--- config.mk ---
export PLATFORM = sky130hd
export DESIGN_NAME = glyph_pixel_compositor
export DESIGN_NICKNAME = d
export VERILOG_FILES = /design/src/hw/rtl/gpc_pkg.sv /design/src/hw/rtl/gpc_csr.sv /design/src/hw/rtl/gpc_setup.sv /design/src/hw/rtl/gpc_mix.sv /design/src/hw/rtl/gpc_pack.sv /design/src/hw/rtl/glyph_pixel_compositor.sv
export SDC_FILE = /design/constraint.sdc
export NUM_CORES = 1
export LEC_CHECK = 0
export CAP_MARGIN = 20
export CORE_UTILIZATION = 28
export DETAILED_ROUTE_END_ITERATION = 12
export DONT_BUFFER_PORTS = 1
export PLACE_DENSITY = 0.4
export RECOVER_POWER = 50
export SYNTH_ARGS = -nofsm -noshare
export SYNTH_HDL_FRONTEND = slang
export SYNTH_SLANG_ARGS = --single-unit
--- constraint.sdc ---
create_clock -name clock -period 7.36 [get_ports clock]
set_input_delay 1.104 -clock clock [delete_from_list [all_inputs] [get_ports clock]]
set_output_delay 1.104 -clock clock [all_outputs]
set_load 0.005 [all_outputs]
--- src/hw/rtl/gpc_pkg.sv ---
// ----------------------------------------------------------------------------
// gpc_pkg
// Shared types, register indexes and mode codes for the glyph pixel
// compositor.
// ----------------------------------------------------------------------------
package gpc_pkg;

   // Register indexes on the csr port
   localparam int unsigned CSR_INDEX_W = 3;
   localparam logic [CSR_INDEX_W-1:0] CSR_FG_COLOR     = 3'd0;
   localparam logic [CSR_INDEX_W-1:0] CSR_BG_COLOR     = 3'd1;
   localparam logic [CSR_INDEX_W-1:0] CSR_RENDER_MODE  = 3'd2;
   localparam logic [CSR_INDEX_W-1:0] CSR_GLYPH_KIND   = 3'd3;
   localparam logic [CSR_INDEX_W-1:0] CSR_SOLID_CUTOFF = 3'd4;

   // Register reset values
   localparam logic [31:0] FG_COLOR_RST     = 32'hFFFF_FFFF;
   localparam logic [31:0] BG_COLOR_RST     = 32'h0000_00FF;
   localparam logic [7:0]  SOLID_CUTOFF_RST = 8'd128;

   // Channel limits
   localparam logic [7:0] ALPHA_OPAQUE = 8'hFF;
   localparam logic [7:0] ALPHA_CLEAR  = 8'h00;

   typedef enum logic [1:0] {
      MODE_SOLID   = 2'd0,
      MODE_SHADED  = 2'd1,
      MODE_BLENDED = 2'd2,
      MODE_ALPHA   = 2'd3
   } mode_type;

   typedef enum logic {
      KIND_COVERAGE8 = 1'b0,
      KIND_MONO      = 1'b1
   } kind_type;

   typedef struct packed {
      logic [7:0]  coverage;
      logic [31:0] dest_pixel;
      logic        inside_req;
   } req_type;

   typedef struct packed {
      logic        write_enable;
      logic [31:0] pixel_out;
   } rsp_type;

   typedef struct packed {
      logic [31:0] fg_color;
      logic [31:0] bg_color;
      mode_type    render_mode;
      kind_type    glyph_kind;
      logic [7:0]  solid_cutoff;
   } cfg_type;

   // After setup: blend operands, alpha forced opaque for direct writes
   typedef struct packed {
      logic        write_enable;
      logic [31:0] src;
      logic [31:0] dst;
      logic [7:0]  alpha;
   } setup_type;

   // After the channel multiplies
   typedef struct packed {
      logic        write_enable;
      logic        pass_src;
      logic        pass_dst;
      logic [31:0] src;
      logic [31:0] dst;
      logic [7:0]  step_g;
      logic [7:0]  step_b;
      logic [7:0]  step_a;
   } mix_type;

endpackage

--- src/hw/rtl/gpc_csr.sv ---
// ----------------------------------------------------------------------------
// gpc_csr
// Configuration registers, written one beat at a time from the csr port.
// ----------------------------------------------------------------------------
module gpc_csr
   import gpc_pkg::*;
(
   input  logic                   clock,
   input  logic                   reset,
   input  logic                   csr_valid,
   output logic                   csr_ready,
   input  logic [CSR_INDEX_W-1:0] csr_index,
   input  logic [31:0]            csr_wdata,
   output cfg_type                cfg
);

   cfg_type cfg_ff;

   // Always take a write beat
   assign csr_ready = 1'b1;
   assign cfg       = cfg_ff;

   // Decode the index and update one register; ignore unknown indexes
   always_ff @(posedge clock) begin
      if (reset) begin
         cfg_ff.fg_color     <= FG_COLOR_RST;
         cfg_ff.bg_color     <= BG_COLOR_RST;
         cfg_ff.render_mode  <= MODE_SOLID;
         cfg_ff.glyph_kind   <= KIND_COVERAGE8;
         cfg_ff.solid_cutoff <= SOLID_CUTOFF_RST;
      end else if (csr_valid && csr_ready) begin
         unique case (csr_index)
            CSR_FG_COLOR:     cfg_ff.fg_color     <= csr_wdata;
            CSR_BG_COLOR:     cfg_ff.bg_color     <= csr_wdata;
            CSR_RENDER_MODE:  cfg_ff.render_mode  <= mode_type'(csr_wdata[1:0]);
            CSR_GLYPH_KIND:   cfg_ff.glyph_kind   <= kind_type'(csr_wdata[0]);
            CSR_SOLID_CUTOFF: cfg_ff.solid_cutoff <= csr_wdata[7:0];
            default: begin
            end
         endcase
      end
   end

endmodule

--- src/hw/rtl/gpc_setup.sv ---
// ----------------------------------------------------------------------------
// gpc_setup
// First stage: decide the write and pick blend source, destination and alpha.
// Direct writes travel as source with opaque alpha.
// ----------------------------------------------------------------------------
module gpc_setup
   import gpc_pkg::*;
(
   input  logic      clock,
   input  logic      reset,
   input  cfg_type   cfg,
   input  logic      in_valid,
   output logic      in_ready,
   input  req_type   in_data,
   output logic      out_valid,
   input  logic      out_ready,
   output setup_type out_data
);

   logic        valid_ff;
   setup_type   data_ff;
   setup_type   data_in;
   logic        hit;
   logic [15:0] cov_scaled;
   logic [7:0]  lerp_alpha;

   assign in_ready  = !valid_ff || out_ready;
   assign out_valid = valid_ff;
   assign out_data  = data_ff;

   // Scale coverage by foreground alpha for blended mode
   assign cov_scaled = in_data.coverage * cfg.fg_color[7:0];
   assign lerp_alpha = (cfg.fg_color[7:0] == ALPHA_OPAQUE) ? in_data.coverage
                                                           : cov_scaled[15:8];

   assign hit = in_data.inside_req && (in_data.coverage != 8'd0);

   // Select operands per mode
   always_comb begin
      data_in.write_enable = 1'b0;
      data_in.src          = 32'd0;
      data_in.dst          = 32'd0;
      data_in.alpha        = ALPHA_OPAQUE;
      if (hit) begin
         if (cfg.glyph_kind == KIND_MONO) begin
            data_in.write_enable = 1'b1;
            data_in.src          = cfg.fg_color;
         end else begin
            case (cfg.render_mode)
               MODE_SOLID: begin
                  if (in_data.coverage >= cfg.solid_cutoff) begin
                     data_in.write_enable = 1'b1;
                     data_in.src          = cfg.fg_color;
                  end
               end
               MODE_SHADED: begin
                  data_in.write_enable = 1'b1;
                  data_in.src          = {cfg.fg_color[31:8], ALPHA_OPAQUE};
                  data_in.dst          = cfg.bg_color;
                  data_in.alpha        = in_data.coverage;
               end
               MODE_BLENDED: begin
                  data_in.write_enable = 1'b1;
                  data_in.src          = cfg.fg_color;
                  data_in.dst          = in_data.dest_pixel;
                  data_in.alpha        = lerp_alpha;
               end
               default: begin
                  data_in.write_enable = 1'b1;
                  data_in.src          = {cfg.fg_color[31:8], in_data.coverage};
               end
            endcase
         end
      end
   end

   // Advance when the next slot is free
   always_ff @(posedge clock) begin
      if (reset) begin
         valid_ff <= 1'b0;
      end else if (in_ready) begin
         valid_ff <= in_valid;
      end
   end

   always_ff @(posedge clock) begin
      if (in_ready && in_valid) begin
         data_ff <= data_in;
      end
   end

endmodule

--- src/hw/rtl/gpc_mix.sv ---
// ----------------------------------------------------------------------------
// gpc_mix
// Second stage: per-channel difference times alpha. In 32-bit modular
// arithmetic the red step shifts out entirely, so only green, blue and
// alpha need a product; each keeps bits 15:8 of its signed product.
// ----------------------------------------------------------------------------
module gpc_mix
   import gpc_pkg::*;
(
   input  logic      clock,
   input  logic      reset,
   input  logic      in_valid,
   output logic      in_ready,
   input  setup_type in_data,
   output logic      out_valid,
   input  logic      out_ready,
   output mix_type   out_data
);

   logic               valid_ff;
   mix_type            data_ff;
   mix_type            data_in;
   logic signed [8:0]  diff_g, diff_b, diff_a;
   logic signed [17:0] prod_g, prod_b, prod_a;
   logic signed [8:0]  alpha_s;

   assign in_ready  = !valid_ff || out_ready;
   assign out_valid = valid_ff;
   assign out_data  = data_ff;

   assign alpha_s = $signed({1'b0, in_data.alpha});

   // Signed channel differences
   assign diff_g = $signed({1'b0, in_data.src[23:16]}) - $signed({1'b0, in_data.dst[23:16]});
   assign diff_b = $signed({1'b0, in_data.src[15:8]})  - $signed({1'b0, in_data.dst[15:8]});
   assign diff_a = $signed({1'b0, in_data.src[7:0]})   - $signed({1'b0, in_data.dst[7:0]});

   assign prod_g = diff_g * alpha_s;
   assign prod_b = diff_b * alpha_s;
   assign prod_a = diff_a * alpha_s;

   always_comb begin
      data_in.write_enable = in_data.write_enable;
      data_in.pass_src     = (in_data.alpha == ALPHA_OPAQUE);
      data_in.pass_dst     = (in_data.alpha == ALPHA_CLEAR);
      data_in.src          = in_data.src;
      data_in.dst          = in_data.dst;
      data_in.step_g       = prod_g[15:8];
      data_in.step_b       = prod_b[15:8];
      data_in.step_a       = prod_a[15:8];
   end

   // Advance when the next slot is free
   always_ff @(posedge clock) begin
      if (reset) begin
         valid_ff <= 1'b0;
      end else if (in_ready) begin
         valid_ff <= in_valid;
      end
   end

   always_ff @(posedge clock) begin
      if (in_ready && in_valid) begin
         data_ff <= data_in;
      end
   end

endmodule

--- src/hw/rtl/gpc_pack.sv ---
// ----------------------------------------------------------------------------
// gpc_pack
// Third stage: add the steps to the destination channels, pick the pass
// cases and hold the result beat in the output register.
// ----------------------------------------------------------------------------
module gpc_pack
   import gpc_pkg::*;
(
   input  logic    clock,
   input  logic    reset,
   input  logic    in_valid,
   output logic    in_ready,
   input  mix_type in_data,
   output logic    out_valid,
   input  logic    out_ready,
   output rsp_type out_data
);

   logic        valid_ff;
   rsp_type     data_ff;
   rsp_type     data_in;
   logic [31:0] lerp_pixel;

   assign in_ready  = !valid_ff || out_ready;
   assign out_valid = valid_ff;
   assign out_data  = data_ff;

   // Red keeps the destination byte; others wrap within the byte
   assign lerp_pixel = {in_data.dst[31:24],
                        in_data.dst[23:16] + in_data.step_g,
                        in_data.dst[15:8]  + in_data.step_b,
                        in_data.dst[7:0]   + in_data.step_a};

   always_comb begin
      data_in.write_enable = in_data.write_enable;
      if (in_data.pass_src) begin
         data_in.pixel_out = in_data.src;
      end else if (in_data.pass_dst) begin
         data_in.pixel_out = in_data.dst;
      end else begin
         data_in.pixel_out = lerp_pixel;
      end
   end

   // Hold the beat while the consumer stalls
   always_ff @(posedge clock) begin
      if (reset) begin
         valid_ff <= 1'b0;
      end else if (in_ready) begin
         valid_ff <= in_valid;
      end
   end

   always_ff @(posedge clock) begin
      if (in_ready && in_valid) begin
         data_ff <= data_in;
      end
   end

endmodule

--- src/hw/rtl/glyph_pixel_compositor.sv ---
// Path: an accepted req beat passes the setup, multiply and pack registers to its rsp beat.
// Throughput: one pixel per clock; each stage moves up when the stage after it
// has room, so a stalled rsp holds the pipe without loss or repeat.
// Reset: synchronous, active high; empties the pipe and loads the register
// defaults (white foreground, opaque black background, solid mode, cutoff 128).
// ----------------------------------------------------------------------------
// glyph_pixel_compositor
// Composites one glyph pixel per beat into a frame buffer write decision
// and RRGGBBAA pixel value.
// ----------------------------------------------------------------------------
module glyph_pixel_compositor
   import gpc_pkg::*;
(
   input  logic                   clock,
   input  logic                   reset,
   input  logic                   req_valid,
   output logic                   req_stall,
   input  req_type                req_data,
   output logic                   rsp_valid,
   input  logic                   rsp_stall,
   output rsp_type                rsp_data,
   input  logic                   csr_valid,
   output logic                   csr_ready,
   input  logic [CSR_INDEX_W-1:0] csr_index,
   input  logic [31:0]            csr_wdata
);

   cfg_type   cfg;
   logic      setup_ready;
   logic      setup_valid;
   setup_type setup_data;
   logic      mix_ready;
   logic      mix_valid;
   mix_type   mix_data;
   logic      pack_ready;

   gpc_csr u_csr (
      .clock     (clock),
      .reset     (reset),
      .csr_valid (csr_valid),
      .csr_ready (csr_ready),
      .csr_index (csr_index),
      .csr_wdata (csr_wdata),
      .cfg       (cfg)
   );

   gpc_setup u_setup (
      .clock     (clock),
      .reset     (reset),
      .cfg       (cfg),
      .in_valid  (req_valid),
      .in_ready  (setup_ready),
      .in_data   (req_data),
      .out_valid (setup_valid),
      .out_ready (mix_ready),
      .out_data  (setup_data)
   );

   gpc_mix u_mix (
      .clock     (clock),
      .reset     (reset),
      .in_valid  (setup_valid),
      .in_ready  (mix_ready),
      .in_data   (setup_data),
      .out_valid (mix_valid),
      .out_ready (pack_ready),
      .out_data  (mix_data)
   );

   gpc_pack u_pack (
      .clock     (clock),
      .reset     (reset),
      .in_valid  (mix_valid),
      .in_ready  (pack_ready),
      .in_data   (mix_data),
      .out_valid (rsp_valid),
      .out_ready (!rsp_stall),
      .out_data  (rsp_data)
   );

   assign req_stall = !setup_ready;

endmodule
==> reports/results.tsv <==
stage	metric	value	unit
sta	PnR worst setup slack	1.007	ns
clocking	root buf cell	clkbuf_16	
min_path	worst hold stages	0	
die	Initial Util	0.2829	
die	Die Span Y	279.0	um
place	Buffers on Ports	0	
global_routing	gr usage total	0.1525	
cells_and_area	register area	7477	um^2
synth	syn_nets	2624	
cells_and_area	layout cells sized above 1	0.04731	
cells_and_area	n_diodes	0	
clocking	post-cts sizing count	0	
flow_run	max-cap violation count	6	
cells_and_area	nets	2587	
setup_path	crit path cell chain	inv_1 -> ha_1 -> nor2b_1 -> o21ai_0 -> a21boi_0 -> o21ai_0 -> a21oi_1 -> o21ai_1 -> nand3_1 -> fa_1 -> inv_1 -> fa_1 -> inv_1 -> fa_1 -> fa_1 -> inv_1 -> ha_1 -> o21a_1 -> o21ai_0 -> o21ai_0 -> o31a_1 -> a31o_2 -> xnor2_1	
routing	initial drt markers	739	
clocking	H-tree depth	1	
routing	drt total wl	59.03	mm
setup_path	crit end category	register	
clocking	post-CTS setup buffers	0	
place	Detail Placement HPWL	43.98	mm
cells_and_area	Fillers	7933	
synth	ys flop type	edfxtp_1	
setup_path	Req. time, crit path	7.68	ns
clocking	CTS tree	done	
cells_and_area	Multi-input gate area	12350	um^2
sta	Final Hold Vio Count	0	
setup_path	CP max stage cell	fa_1	
global_routing	largest net degree at the start of global routing	79	
sta	Tcrit/Tclk final	0.8631	
synth	synthesized area	21480	um^2
clocking	Sink Count	275	
synth	Post-Syn Instances	2169	
sta	Hold WS	0.4200	ns
global_routing	vias in the first global route	15160	
routing	post-route ant nets	0	
routing	Remaining DRCs	0	
die	Core Region	75950	um^2
status	violated checks	max-capacitance violations, max-slew violations	
synth	Post-synth EDFFs	197	
clocking	Max clock buf depth	3	
routing	WL/cell	18.53	um
place	routability congestion estimate	0.8120	
setup_path	Reg2Reg Depth	23	
die	DIE AREA	77840	um^2
cells_and_area	commonest cells after routing, fill and taps aside	inv_1 (344), nand2_1 (298), fa_1 (203)	
setup_path	crit-path max cell delay	0.56	ns
die	Die Span X	279.0	um
setup_path	reg-to-reg startpoint	u_setup.out_data[17]$_SDFFCE_PP0P_	
global_routing	initial antenna violation count	12	
setup_path	Setup CP Type	reg2reg	
clocking	clock slew at reported path FFs	0.06	ns
cells_and_area	commonest non-fill, non-tap cell in the layout	inv_1	
die	Cell Rows	101	
clocking	hold_buf cts	0	
cells_and_area	synthesis-to-layout area growth	9.942	%
setup_path	crit start category	register	
synth	Yosys warning count	0	
clocking	latest clock arrival within the worst-skew pair	0.57	ns
sta	Final setup viols	0	
global_routing	grt ovf	0	
sta	Peak Freq	157.4	MHz
setup_path	Worst R2R Setup Slack	1.01	ns
setup_path	CP Data Arrival Time	6.67	ns
place	Place WS	0.9440	ns
min_path	Worst Hold End	u_mix.out_data[86]$_DFFE_PP_	
min_path	hold crit path type	reg2reg	
synth	Yosys cell types	62	
routing	Vias/cell	4.548	
setup_path	r2r endpoint	u_mix.out_data[15]$_DFFE_PP_	
sta	worst-case clock skew	0.01688	ns
clocking	CTS Buf Count	30	
synth	syn_area_per_cell	9.905	um^2
synth	Post-synth ARST share	0	
routing	drt pass-1 iters	5	
global_routing	first-pass GRT wire length	90.77	mm
sta	Setup TNS	0	ns
sta	RSZ-0062 raised after global routing	no	
sta	Tmin final	6.353	ns
sta	Slew headroom	-0.6878	
status	status	finished, violations left	
sta	Slew Limit Fails	211	
die	num ports	117	
synth	#FFs+latches synth	275	
sta	Least-Margin Pin Slew	2.522	ns
synth	sequential area share after synthesis	0.3480	
routing	routed via count	14490	
min_path	hold path start	u_setup.out_data[70]$_SDFFCE_PN0P_	
setup_path	worst-path fanout max	8	
[state kept, by name (all words and copies together) (netlist names)]
name / cells
u_pack.out_data: 33
u_setup.out_valid: 1
u_mix.out_data: 91
u_mix.out_valid: 1
u_setup.out_data: 73
u_pack.out_valid: 1
u_csr.cfg: 75
[per-layer routing]
layer,global-route usage,wire [um],vias up
met4,0.03001,1204,12
met2,0.2563,27680,229
met3,0.02970,2901,73
met1,0.2032,27160,7210
li1,-,-,6967
met5,0,74,-
[synthesized netlist by cell type, drive strengths merged (7+ instances only)]
library cell / count / area (um^2)
a21boi: 9 / 71.32
a21o: 24 / 180.2
a21oi: 80 / 400.4
a22oi: 32 / 240.2
and2: 134 / 838.3
and3: 14 / 87.58
clkbuf: 93 / 349.1
dfxtp: 78 / 1562
edfxtp: 197 / 5916
fa: 203 / 4064
ha: 171 / 2140
inv: 344 / 1291
mux2: 12 / 135.1
nand2: 298 / 1119
nand2b: 18 / 112.6
nand3: 36 / 180.2
nand3b: 50 / 375.4
nand4: 7 / 43.79
nor2: 77 / 289.0
nor2b: 37 / 231.5
nor3: 13 / 65.06
o211ai: 11 / 82.58
o21a: 29 / 219.0
o21ai: 56 / 287.8
or3: 11 / 68.82
xnor2: 41 / 359.1
xor2: 26 / 227.7
[worst max-delay path by stage]
stage,startpoint,end,slack (ns),depth (start not counted)
after floorplan,rsp_stall,u_mix.out_data[0]$_DFFE_PP_,1.46,2
after global placement,u_setup.out_data[48]$_SDFFCE_PN0P_,u_mix.out_data[15]$_DFFE_PP_,1.04,23
after detailed placement,u_setup.out_data[48]$_SDFFCE_PN0P_,u_mix.out_data[15]$_DFFE_PP_,0.94,23
after CTS,u_setup.out_data[48]$_SDFFCE_PN0P_,u_mix.out_data[15]$_DFFE_PP_,0.96,23
after global routing,u_setup.out_data[17]$_SDFFCE_PP0P_,u_mix.out_data[15]$_DFFE_PP_,0.57,23
final,u_setup.out_data[17]$_SDFFCE_PP0P_,u_mix.out_data[15]$_DFFE_PP_,1.01,23
[critical path, delay by kind of cell, from the launching register on]
kind / cells / cell delay, ns
AO/OA/AOI/OAI: 10 / 2.47
XOR/XNOR: 1 / 0.11
adder cells (fa/ha/maj): 6 / 2.52
buffers and inverters: 4 / 0.26
flip-flops: 1 / 0.40
AND/OR/NAND/NOR: 2 / 0.33
[area by class of cell]
type                    instances  area share
clock inverters                15    0.005297
multi-input cells            1451      0.5227
repair buffers                 30    0.008741
clock buffers                  41     0.03745
inverters                     344     0.05467
well taps                    1030     0.05456
flip-flops and latches        275      0.3166
[per-stage QoR]
step	util	std cells	instance area, um^2
after floorplan	-	2169	21480
after global placement	0.2983	3130	22660
after detailed placement	0.2983	3130	22660
after CTS	0.3116	3186	23670
after global routing	0.3110	3186	23620
final	0.3110	3186	23620
[cells by family (layout without fill, tap and decap cells)]
logic type / after synthesis / count (layout) / synth area share
and+or+nand+nor: 718 / 718 / 0.1669
buffers and inverters: 443 / 430 / 0.07769
adders and majority gates: 374 / 374 / 0.2888
AOI/OAI and AO/OA: 275 / 275 / 0.08299
DFF: 275 / 275 / 0.3480
xor gates and xnor gates: 67 / 67 / 0.02731
muxes: 16 / 16 / 0.008154
other: 1 / 1 / 0.0001746
Power is left out: the tool's default activity adds up to more than one toggle a clock period on the data nets, which glitch-free logic cannot reach.
